==> config.mk <==
export PLATFORM = sky130hd
export DESIGN_NAME = vu_level_ballistics_peak_hold_core
export DESIGN_NICKNAME = d
export VERILOG_FILES = /design/src/hw/rtl/vulb_pkg.sv /design/src/hw/rtl/vu_level_ballistics_peak_hold_core.sv /design/src/hw/rtl/vulb_cfg.sv /design/src/hw/rtl/vulb_approach.sv
export SDC_FILE = /design/constraint.sdc
export NUM_CORES = 1
export LEC_CHECK = 0
export BUFFER_PORTS_ARGS = -buffer_cell sky130_fd_sc_hd__buf_4
export CAP_MARGIN = 20
export CORE_UTILIZATION = 45
export DETAILED_ROUTE_END_ITERATION = 6
export GPL_ROUTABILITY_DRIVEN = 0
export GPL_TIMING_DRIVEN = 0
export PLACE_DENSITY_LB_ADDON = 0.15
export SLEW_MARGIN = 0
export SYNTH_ARGS = -nofsm -noshare
export SYNTH_HDL_FRONTEND = slang
export SYNTH_HIERARCHICAL = 1
export SYNTH_SLANG_ARGS = --single-unit
==> constraint.sdc <==
create_clock -name clk -period 14.8 [get_ports clk]
set_clock_uncertainty 0.2 [all_clocks]
set_input_delay 4.44 -clock clk [delete_from_list [all_inputs] [get_ports clk]]
set_output_delay 4.44 -clock clk [all_outputs]
set_load 0.02 [all_outputs]
==> src/hw/rtl/vulb_pkg.sv <==
// vulb_pkg: shared types and constants for the vu level ballistics block
// used by vulb_cfg, vulb_approach and the top level
package vulb_pkg;

  localparam int LevelW = 16;
  localparam int CoeffW = 16;
  localparam int HoldW  = 8;
  localparam int InW    = 18;
  localparam int CfgIdxW = 3;
  localparam int CfgDataW = 16;

  localparam logic [LevelW-1:0] LevelMax = 16'd32768;

  // register indexes on the configuration port
  localparam logic [CfgIdxW-1:0] CFG_ATTACK    = 3'd0;
  localparam logic [CfgIdxW-1:0] CFG_RELEASE   = 3'd1;
  localparam logic [CfgIdxW-1:0] CFG_DECAY     = 3'd2;
  localparam logic [CfgIdxW-1:0] CFG_HOLD      = 3'd3;
  localparam logic [CfgIdxW-1:0] CFG_THRESHOLD = 3'd4;

  // reset values
  localparam logic [CoeffW-1:0] ATTACK_RST    = 16'd36045;
  localparam logic [CoeffW-1:0] RELEASE_RST   = 16'd11796;
  localparam logic [CoeffW-1:0] DECAY_RST     = 16'd13107;
  localparam logic [HoldW-1:0]  HOLD_RST      = 8'd12;
  localparam logic [LevelW-1:0] THRESHOLD_RST = 16'd33;

  typedef struct packed {
    logic [CoeffW-1:0] attack_coeff;
    logic [CoeffW-1:0] release_coeff;
    logic [CoeffW-1:0] peak_decay_coeff;
    logic [HoldW-1:0]  hold_ticks;
    logic [LevelW-1:0] redraw_threshold;
  } cfg_t;

  typedef enum logic [2:0] {
    ST_IDLE,
    ST_LEVEL_MUL,
    ST_LEVEL_UPD,
    ST_PEAK,
    ST_DECAY,
    ST_EMIT
  } state_t;

endpackage

==> src/hw/rtl/vu_level_ballistics_peak_hold_core.sv <==
// vu_level_ballistics_peak_hold_core: level ballistics and peak hold, top level
// depends on vulb_pkg, vulb_cfg and vulb_approach
//
//   channel | signals                                        | direction
//   --------+------------------------------------------------+----------
//   in      | in_valid, in_stall, level_in                   | into block
//   out     | out_valid, out_stall, smoothed_level, peak_level, redraw | out of block
//   cfg     | cfg_we, cfg_index, cfg_data                    | into block
//
// each word goes through level multiply, level update, peak (plus decay when the
// held peak decays) and emit, all on the single shared multiplier (level step,
// then peak decay); the next word is taken in the cycle after that load.
// in_stall is high while a word is in process; the next word is taken once
// the previous result sits in the output register.
// a stall on out holds the result register and delays the final load only.
// synchronous reset clears level, peak and hold count to zero.
module vu_level_ballistics_peak_hold_core
  import vulb_pkg::*;
(
  input  logic                clk,
  input  logic                rst,
  input  logic                in_valid,
  output logic                in_stall,
  input  logic [InW-1:0]      level_in,
  output logic                out_valid,
  input  logic                out_stall,
  output logic [LevelW-1:0]   smoothed_level,
  output logic [LevelW-1:0]   peak_level,
  output logic                redraw,
  input  logic                cfg_we,
  input  logic [CfgIdxW-1:0]  cfg_index,
  input  logic [CfgDataW-1:0] cfg_data
);

  cfg_t   cfg;
  state_t state, state_next;

  logic [LevelW-1:0] x_q;
  logic [LevelW-1:0] level_reg;
  logic [LevelW-1:0] peak_reg;
  logic [HoldW-1:0]  hold_count;
  logic [LevelW-1:0] prev_level;
  logic [LevelW-1:0] prev_peak;

  logic              accept;
  logic              issue;
  logic              load_out;
  logic [LevelW-1:0] u_cur;
  logic [LevelW-1:0] u_target;
  logic [CoeffW-1:0] u_coeff;
  logic [LevelW-1:0] u_result;
  logic [LevelW-1:0] x_clamp;
  logic [LevelW:0]   dl;
  logic [LevelW:0]   dp;
  logic              quiet;

  vulb_cfg u_cfg (
    .clk       (clk),
    .rst       (rst),
    .cfg_we    (cfg_we),
    .cfg_index (cfg_index),
    .cfg_data  (cfg_data),
    .cfg       (cfg)
  );

  vulb_approach u_step (
    .clk    (clk),
    .issue  (issue),
    .cur    (u_cur),
    .target (u_target),
    .coeff  (u_coeff),
    .result (u_result)
  );

  // input clamp to 0..1.0 full scale (LevelMax)
  always_comb begin
    if (level_in[InW-1]) begin
      x_clamp = '0;
    end else if (level_in > {2'b00, LevelMax}) begin
      x_clamp = LevelMax;
    end else begin
      x_clamp = level_in[LevelW-1:0];
    end
  end

  // state register
  always_ff @(posedge clk) begin
    if (rst) begin
      state <= ST_IDLE;
    end else begin
      state <= state_next;
    end
  end

  // sequencer: next state and unit operand select
  always_comb begin
    state_next = state;
    accept     = 1'b0;
    issue      = 1'b0;
    load_out   = 1'b0;
    in_stall   = 1'b1;
    u_cur      = level_reg;
    u_target   = x_q;
    u_coeff    = cfg.release_coeff;
    unique case (state)
      ST_IDLE: begin
        in_stall = 1'b0;
        accept   = in_valid;
        if (in_valid) begin
          state_next = ST_LEVEL_MUL;
        end
      end
      ST_LEVEL_MUL: begin
        issue = 1'b1;
        if (x_q > level_reg) begin
          u_coeff = cfg.attack_coeff;
        end
        state_next = ST_LEVEL_UPD;
      end
      ST_LEVEL_UPD: begin
        state_next = ST_PEAK;
      end
      ST_PEAK: begin
        // decay step is issued always, used only once the hold is over
        issue    = 1'b1;
        u_cur    = peak_reg;
        u_target = level_reg;
        u_coeff  = cfg.peak_decay_coeff;
        if (level_reg > peak_reg || hold_count != '0) begin
          state_next = ST_EMIT;
        end else begin
          state_next = ST_DECAY;
        end
      end
      ST_DECAY: begin
        state_next = ST_EMIT;
      end
      ST_EMIT: begin
        if (!out_valid || !out_stall) begin
          load_out   = 1'b1;
          state_next = ST_IDLE;
        end
      end
      default: begin
        state_next = ST_IDLE;
      end
    endcase
  end

  // level, peak and hold state
  always_ff @(posedge clk) begin
    if (rst) begin
      level_reg  <= '0;
      peak_reg   <= '0;
      hold_count <= '0;
    end else begin
      if (state == ST_LEVEL_UPD) begin
        level_reg <= u_result;
      end
      if (state == ST_PEAK) begin
        if (level_reg > peak_reg) begin
          peak_reg   <= level_reg;
          hold_count <= cfg.hold_ticks;
        end else if (hold_count != '0) begin
          hold_count <= hold_count - 1'b1;
        end
      end
      if (state == ST_DECAY) begin
        peak_reg <= (u_result < level_reg) ? level_reg : u_result;
      end
    end
  end

  // word capture and previous values for the redraw test
  always_ff @(posedge clk) begin
    if (accept) begin
      x_q        <= x_clamp;
      prev_level <= level_reg;
      prev_peak  <= peak_reg;
    end
  end

  // redraw test
  always_comb begin
    dl = (level_reg >= prev_level) ? {1'b0, level_reg} - {1'b0, prev_level}
                                   : {1'b0, prev_level} - {1'b0, level_reg};
    dp = (peak_reg >= prev_peak) ? {1'b0, peak_reg} - {1'b0, prev_peak}
                                 : {1'b0, prev_peak} - {1'b0, peak_reg};
    quiet = (dl < {1'b0, cfg.redraw_threshold}) && (dp < {1'b0, cfg.redraw_threshold});
  end

  // output register
  always_ff @(posedge clk) begin
    if (rst) begin
      out_valid <= 1'b0;
    end else if (load_out) begin
      out_valid <= 1'b1;
    end else if (!out_stall) begin
      out_valid <= 1'b0;
    end
  end

  always_ff @(posedge clk) begin
    if (load_out) begin
      smoothed_level <= level_reg;
      peak_level     <= peak_reg;
      redraw         <= ~quiet;
    end
  end

endmodule

==> src/hw/rtl/vulb_cfg.sv <==
// vulb_cfg: configuration register file with index decode
// depends on vulb_pkg
module vulb_cfg
  import vulb_pkg::*;
(
  input  logic                clk,
  input  logic                rst,
  input  logic                cfg_we,
  input  logic [CfgIdxW-1:0]  cfg_index,
  input  logic [CfgDataW-1:0] cfg_data,
  output cfg_t                cfg
);

  // register writes, unknown indexes ignored
  always_ff @(posedge clk) begin
    if (rst) begin
      cfg.attack_coeff     <= ATTACK_RST;
      cfg.release_coeff    <= RELEASE_RST;
      cfg.peak_decay_coeff <= DECAY_RST;
      cfg.hold_ticks       <= HOLD_RST;
      cfg.redraw_threshold <= THRESHOLD_RST;
    end else if (cfg_we) begin
      unique case (cfg_index)
        CFG_ATTACK:    cfg.attack_coeff     <= cfg_data;
        CFG_RELEASE:   cfg.release_coeff    <= cfg_data;
        CFG_DECAY:     cfg.peak_decay_coeff <= cfg_data;
        CFG_HOLD:      cfg.hold_ticks       <= cfg_data[HoldW-1:0];
        CFG_THRESHOLD: cfg.redraw_threshold <= cfg_data;
        default: ;
      endcase
    end
  end

endmodule

==> src/hw/rtl/vulb_approach.sv <==
// vulb_approach: shared one-pole step unit, cur + floor((target - cur) * coeff / 65536)
// product registered on issue, result valid the cycle after; depends on vulb_pkg
module vulb_approach
  import vulb_pkg::*;
(
  input  logic              clk,
  input  logic              issue,
  input  logic [LevelW-1:0] cur,
  input  logic [LevelW-1:0] target,
  input  logic [CoeffW-1:0] coeff,
  output logic [LevelW-1:0] result
);

  logic signed [LevelW:0]          diff;
  logic signed [2*LevelW+1:0]      prod;
  logic signed [2*LevelW+1:0]      prod_q;
  logic [LevelW-1:0]               cur_q;
  logic signed [LevelW+1:0]        sum;

  // difference and multiply
  assign diff = $signed({1'b0, target}) - $signed({1'b0, cur});
  assign prod = diff * $signed({1'b0, coeff});

  always_ff @(posedge clk) begin
    if (issue) begin
      prod_q <= prod;
      cur_q  <= cur;
    end
  end

  // arithmetic shift by 16 is floor, then add back the start value
  assign sum    = $signed({2'b00, cur_q}) + prod_q[2*LevelW+1:CoeffW];
  assign result = sum[LevelW-1:0];

endmodule

* Word-level counts from Yosys, hierarchy flattened
Index checks and enable logic that the tools add are counted.
** Cells by class
- $add $sub $neg :: 7
- Equality and inequality tests :: 12
- Magnitude comparators :: 8
- $mul :: 1
- Reductions and logical operators :: 21
- Bitwise gates (word level) :: 1
- Muxes and demuxes :: 24
** Operators with widths (count)
- $mux W16 :: 8
- $sub A16 B16 Y17 :: 5
- $lt A17 B16 Y1 :: 2
- $mux W17 :: 2
- $ge A16 B16 Y1 :: 2
- $gt A16 B16 Y1 :: 2
- $mul A17 B17 Y32 :: 1
- $pmux W16 S2 :: 1
- $gt A18 B16 Y1 const B :: 1
- $pmux W3 S6 :: 1
- $add A16 B16 Y16 :: 1
- $lt A16 B16 Y1 :: 1
- $mux W8 :: 2
- $reduce_and A2 Y1 :: 8
- $eq A3 B2 Y1 const B :: 4
- $eq A3 B3 Y1 const B :: 3
- $mux W1 :: 8
- $reduce_bool A8 Y1 :: 1
- $sub A8 B1 Y8 const B :: 1
- $eq A3 B1 Y1 const B :: 2
- $logic_not A3 Y1 :: 2
- $mux W3 :: 2
- $reduce_bool A2 Y1 :: 3
- $ne A2 B2 Y1 const B :: 2
- 6 further kinds :: 9
** Storage, ports and cells
- Logic and storage cells :: 93
- Flip-flop bits (word level) :: 245
- Output and inout port bits :: 35

* Depth between registers and ports, before layout
Gate-level depths: netlist of run 1.
- Depth in word-level cells :: 5
- Gate-level depth with buffers :: 41
- Depth with buffers taken out :: 37

* Modules after synthesis
Netlist of run 1, hierarchy kept.
** Modules (own cells, without submodules)
- vulb_approach :: seq. area each 960.9 µm², cells each 1320, area an instance 12157.9 µm², instances 1
- vu_level_ballistics_peak_hold_core :: seq. area each 3313.2 µm², cells each 1264, area an instance 10651.5 µm², instances 1
- vulb_cfg :: seq. area each 1441.4 µm², cells each 275, area an instance 2895.3 µm², instances 1

* Least setup slack after synthesis of run 1
OpenSTA, ideal clock, no wires.
- Path type :: reg-to-reg
- From :: reg state[0]
- To :: reg u_step.prod_q[31] (data pin)
- Setup time :: 260 ps
- Arrival time :: 10721 ps
- Path slack :: 3619 ps
- Period minus slack after synthesis :: 11181 ps
- Stages on the path, launching flop included :: 41
- Buffers on the path :: 5
- Data required time :: 14340 ps
- Cell sequence :: dfxtp_1 -> clkbuf_1 -> nor2b_1 -> and2_0 -> clkbuf_1 -> clkbuf_1 -> buf_1 -> nand2_1 -> o21ai_0 -> inv_1 -> ha_1 -> nor2b_1 -> o31a_1 -> o31ai_4 -> o21ai_1 -> or4_1 -> a31o_1 -> a21oi_4 -> [... 5 more ...] -> fa_1 -> fa_1 -> fa_1 -> inv_1 -> fa_1 -> inv_1 -> fa_1 -> inv_1 -> ha_1 -> or2_2 -> a21oi_1 -> a21oi_1 -> a21o_1 -> a31o_2 -> a41o_1 -> a31oi_1 -> xnor2_1 -> xnor2_1
** On the way
- Longest elaborated chain between the ends :: 4
** Ends and longest elaborated chain
- start: declaration :: line vu_level_ballistics_peak_hold_core.sv:36 : state_t state, state_next;
- start signal: assignment :: line vu_level_ballistics_peak_hold_core.sv:91 : state <= state_next;
- $eq A3 B2 Y1 :: line vu_level_ballistics_peak_hold_core.sv:105 : unique case (state)
- $mux W16 :: line vu_level_ballistics_peak_hold_core.sv:105
- net u_cur[2] :: line vu_level_ballistics_peak_hold_core.sv:48 : logic [LevelW-1:0] u_cur;
- $sub A16 B16 Y17 :: line vulb_approach.sv:21 : assign diff = $signed({1'b0, target}) - $signed({1'b0, cur});
- $mul A17 B17 Y32 :: line vulb_approach.sv:22 : assign prod = diff * $signed({1'b0, coeff});
- net u_step.prod[31] :: line vulb_approach.sv:15 : logic signed [2*LevelW+1:0] prod;
- end signal: assignment :: line vulb_approach.sv:26 : prod_q <= prod;
- end: declaration :: line vulb_approach.sv:16 : logic signed [2*LevelW+1:0] prod_q;
The timed path passes the listed nets, and every way through them passes these cells.
A chain may end at the register's enable or synchronous reset.

* Worst setup path after layout of run 1
- From :: reg state[0]
- To :: reg u_step.prod_q[24] (data pin)
Same word-level chain as after synthesis.

==> flow_summary.ini, run 1 <==
[run_status]
status = complete, but fails checks
violations = design-rule violations

[cts]
clk_latency_ps = 590
cts.path.max_buffers = 3
cts_setup_buffers = 0
cts-resized-gates = 0
cts_buffers = 27
path_clk_slew_ps = 60
htree_num_levels = 1
cts_tree = done
postCtsHoldBufs = 0
clockRootBuffer = clkbuf_16
clock_sink_count = 229

[placement]
numPortBuffers = 75
post-dp-hpwl_um = 60210
dp_slack_ps = 2999

[layout]
drive_gt1_frac = 0.06827
regMostFlops = u_cfg/cfg
n_fill_cell = 5409
largest_reg_flops = 72
antenna_cells = 0
area_growth_syn_to_layout_pct = 10.10
fin_util = 0.5019
fin_nets = 3530

[floorplanning]
ios = 77
fp.dieArea_sq_um = 58080
start_util = 0.4559
rows = 87
fp.dieW_um = 241
core_region_area_sq_um = 56390
die_y_um = 241

[synthesis]
ys_seq_area_frac = 0.2224
syn_avg_cell_area_sq_um = 8.991
yosysTopAreaCell = fa_1
synthTopCellsByArea = fa_1, edfxtp_1, ha_1, dfxtp_1, inv_1
ys.flop_type = dfxtp_1
ys_seq_elements = 229
synthesis.area_sq_um = 25700
synth_cell_types = 96
synth-edff-count = 113
yosys_warnings = 6
yosys.area.top_type_share = 0.2079
netlist_instances = 2859
syn_nets = 3422
synthArstFlopShare = 0

[sta]
tightestPinTransition_ps = 1168
setup_ws_ps = 2827
max_freq_ghz = 0.08352
tns_ps = 0
fin_crit_sh = 0.8090
drv_slew = 0
hold_viol_final = 0
slew_headroom = 0.2156
period_needed_ps = 11970
finalSetupViolCount = 0
rsz0062_at_grt = false

[setup_path]
worstPathArrival_ps = 12150
path_common_cell = fa_1
path_class = flop to flop
cp_slowest_stage_delay_ps = 890
start_kind = flop
path_max_fanout = 34
crit_required_ps = 14980
crit_slowest_cell = xnor2_1
reg2reg_to = u_step/prod_q[24]
timing.rr.start = state[0]
r2r_cells = 40
cp-end-kind = flop
rrSetupSlack_ps = 2830

[detailed_routing]
wl_per_cell_um = 19.59
drc = 1
vias = 20218
detail_route.first_pass.iterations = 7
wl_um = 73340
vias_per_cell = 5.400
drtIter0Drc = 1270
final_antenna_net_count = 0

[worst_hold_path]
holdPathEnd = u_cfg/cfg[47]
hold_path_depth = 2
min_from = u_cfg/cfg[47]
min_path_type = flop to flop

[global_route]
grt_overflow = 0
grt_pass1_vias = 21151
grt_start_max_net_pins = 35
grt_pass1_wl_um = 116400
antenna_found_initial = 0
grt_use_total = 0.2608

[flow_run]
max_cap_viol_count = 0
stage by stage:
| step | hold WS, ps | std cells | area [sq um] |
|---|---|---|---|
| finish | 273.9 | 3744 | 28300 |
| global route | 292.7 | 3744 | 28300 |
| CTS | 277.5 | 3743 | 28290 |
| detailed placement | 262.6 | 3693 | 27300 |
| global placement | 255.6 | 3690 | 27210 |
| floorplan | 244.6 | 2859 | 25700 |
metal layers:
layer	up-vias	GRT usage	share of wire
li1	9577	-	-
met1	9940	0.3428	0.44
met2	580	0.4511	0.48
met3	121	0.02448	0.048
met4	0	0.08285	0.033
met5	-	0	0
cells in the mapped netlist, types with 18 or more instances:
cell type,n
dfxtp_1,116
a311oi_1,18
a21oi_1,127
fa_1,267
nor2_1,170
xor2_1,29
ha_1,254
buf_2,28
nand2_1,308
nor2b_1,41
a31oi_1,26
nand4_1,18
nor3_1,23
clkbuf_1,86
and2_1,132
a21o_1,46
mux2i_1,87
xnor2_1,62
o21ai_0,81
nand3_1,36
edfxtp_1,113
nand2b_1,85
inv_1,460
and3_1,24
cell families after synthesis:
group,share of synthesized area
and+or+nand+nor,0.1678
buffers and inverters,0.08898
adders and majority gates,0.3316
AOI/OAI and AO/OA,0.1156
DFF,0.2224
muxes,0.04264
xor gates and xnor gates,0.03101
worst max-delay path, delay by kind of cell (launching register included):
| family | cells | cell delay [ps] |
|---|---|---|
| XOR/XNOR | 2 | 1140 |
| flip-flops | 1 | 300 |
| AND/OR/NAND/NOR | 7 | 1240 |
| adder cells (fa/ha/maj) | 8 | 3430 |
| buffers and inverters | 11 | 2620 |
| AO/OA/AOI/OAI | 12 | 2810 |
worst max path at each step:
stage | startpoint | end | slack, ps | cells after the start
floorplan | state[0] | u_step/prod_q[31] | 3620 | 40
global placement | state[0] | u_step/prod_q[31] | 1130 | 39
detailed placement | state[0] | u_step/prod_q[24] | 3000 | 40
CTS | state[0] | u_step/prod_q[23] | 2940 | 40
global route | state[0] | u_step/prod_q[24] | 2230 | 40
finish | state[0] | u_step/prod_q[24] | 2830 | 40
cell type report:
class                      instances  area (sq um)  area share
tap                              756         945.9     0.03342
multi-input combinational       2042         17730      0.6265
buffer                           125         549.3     0.01941
clock buffer                      36         792.0     0.02799
timing repair buffer              79         628.1     0.02219
inverter                         463          1738     0.06141
clock inverter                    14         202.7    0.007162
sequential                       229          5715      0.2020
layout by cell type, fill, tap and decap left out, types with 6 or more instances in the layout:
master       n
o21ai_0     81
mux2i_1     87
and3_1      24
a21oi_1    126
xnor2_1     62
nand2b_1    85
o21ai_1      8
clkbuf_16   29
a21boi_0     6
nand3_1     36
nor2b_1     40
ha_1       254
xor2_1      29
edfxtp_1   113
o21bai_1    12
and2_1     132
o211ai_1     6
a222oi_1    16
nand4_1     18
buf_4       79
nor2_1     169
a21o_1      46
dfxtp_1    116
nand2_1    308
a211oi_1    12
fa_1       267
nor3_1      23
clkbuf_1    89
or3_1        6
a31oi_1     26
inv_1      460
buf_2       28
o21a_1      15
mux2_2       6
a311oi_1    18
mux2_1      12
Power of run 1 is left out: the tool's default activity adds up to more than one toggle a clock period on the data nets, which glitch-free logic cannot reach.
==> inputs of run 2 (changes only) <==
Clock period 14.8 ns to 9.68 ns, I/O delays scaled along.
==> run 2 against run 1 <==
  * The run still ends with design-rule violations left
  * Non-clock buffer count grew 19
  * Cell count grew 0.48%
  * Clock-buffer cell count rose by 1
==> flow_summary.ini, run 2 (synthesized netlist as in run 1, its figures left out) <==
[layout]
fin_util = 0.5138
antenna_cells = 0
regMostFlops = u_cfg/cfg
final_common_cell = inv_1
layout_common_cells = inv_1, nand2_1, fa_1
area_growth_syn_to_layout_pct = 12.71
drive_gt1_frac = 0.1128
largest_reg_flops = 72
fin_nets = 3550

[cts]
path_clk_slew_ps = 60
postCtsHoldBufs = 0
clock_sink_count = 229
cts_tree = done
cts_buffers = 27
clk_latency_ps = 560
htree_num_levels = 1
cts.path.max_buffers = 3
clockRootBuffer = clkbuf_16

[sta]
period_needed_ps = 9435
setup_ws_ps = 245.0
tightestPinTransition_ps = 974.4
drv_slew = 0
finalSetupViolCount = 0
fin_crit_sh = 0.9747
hold_viol_final = 0
max_freq_ghz = 0.1060
tns_ps = 0
slew_headroom = 0.3475

[floorplanning]
rows = 87
ios = 77
fp.dieW_um = 241
fp.dieArea_sq_um = 58080
core_region_area_sq_um = 56390
start_util = 0.4559
die_y_um = 241

[setup_path]
worstPathArrival_ps = 9510
crit_required_ps = 9760
r2r_cells = 37
path_common_cell = fa_1
crit_start = state[0]
cp-end-kind = flop
path_max_fanout = 11
reg2reg_to = u_step/prod_q[30]
timing.rr.start = state[0]
endpoint = u_step/prod_q[30]
start_kind = flop
crit_slowest_cell = or4_4
rrSetupSlack_ps = 250
path_class = flop to flop
cp_slowest_stage_delay_ps = 520

[global_route]
grt_overflow = 0
grt_pass1_vias = 21374
grt_start_max_net_pins = 30
grt_use_total = 0.2622
antenna_found_initial = 0
grt_pass1_wl_um = 117400

[placement]
post-dp-hpwl_um = 60220
numPortBuffers = 75
dp_slack_ps = -2119

[detailed_routing]
vias = 20463
final_antenna_net_count = 0
wl_um = 73950
detail_route.first_pass.iterations = 7
drtIter0Drc = 1163
vias_per_cell = 5.439
drc = 2
wl_per_cell_um = 19.66

[flow_run]
max_cap_viol_count = 0

[worst_hold_path]
min_path_type = flop to flop

[run_status]
violations = design-rule violations
status = complete, but fails checks
## run 2: cell types whose count changed in the layout (fill, tap and decap cells not counted), moves of 7 or more
cell	change
o21ai_0	-10
buf_4	+28
inv_1	-7
a21oi_1	-7
o21ai_2	+8
mux2_1	-7
clkbuf_1	-36
clkbuf_2	+11
fa_1	-7
fa_2	+7
clkbuf_4	+7
## run 2: repair_timing
item	CTS	global route
resized for setup	97	77
setup buffers	12	16
pin swaps	10	28
gates cloned	1	0
endpoints found under the setup margin	16	9
hold endpoints to repair	0	0
## run 2: how the worst min path moves through the flow
stage / depth (start not counted) / end / slack [ps] / start
floorplan: 2 / u_cfg/cfg[60] / 240 / u_cfg/cfg[60]
global placement: 2 / u_cfg/cfg[60] / 250 / u_cfg/cfg[60]
detailed placement: 2 / u_cfg/cfg[43] / 270 / u_cfg/cfg[43]
CTS: 2 / u_cfg/cfg[47] / 280 / u_cfg/cfg[47]
global route: 2 / u_cfg/cfg[47] / 290 / u_cfg/cfg[47]
finish: 2 / u_cfg/cfg[47] / 270 / u_cfg/cfg[47]
## run 2: metal layers
| metal | track usage | up-vias | wire length (um) | part of all wire |
|---|---|---|---|---|
| li1 | - | 9621 | - | - |
| met1 | 0.3413 | 10108 | 31900 | 0.43 |
| met2 | 0.4518 | 605 | 35670 | 0.48 |
| met3 | 0.02482 | 129 | 3673 | 0.050 |
| met4 | 0.09494 | 0 | 2699 | 0.036 |
| met5 | 0 | - | 0 | 0 |
## run 2: area by class of cell
cell class,count,area [sq um]
clock buffers,37,784.5
inverters,463,1748
clock inverters,11,112.6
repair buffers,107,849.6
plain buffers,116,628.1
fillers,5275,27410
flip-flops and latches,229,5728
well taps,756,945.9
multi-input cells,2043,18180
## run 2: critical path, delay by kind of cell (launching register included)
kind	cells	cell delay, ps
DFF	1	340
adders and majority gates	8	3510
xor gates and xnor gates	1	120
AOI/OAI and AO/OA	12	2360
buffers and inverters	9	1090
and+or+nand+nor	7	1560
## run 2: through the flow
stage               instance area, sq um  hold WS (ps)  cells
floorplan                          25730         244.6   2859
global placement                   27240         254.8   3690
detailed placement                 27330         266.7   3693
CTS                                28600         278.0   3749
global route                       28970         288.6   3762
finish                             28970         274.6   3762
Power of run 2 is left out for the same reason.
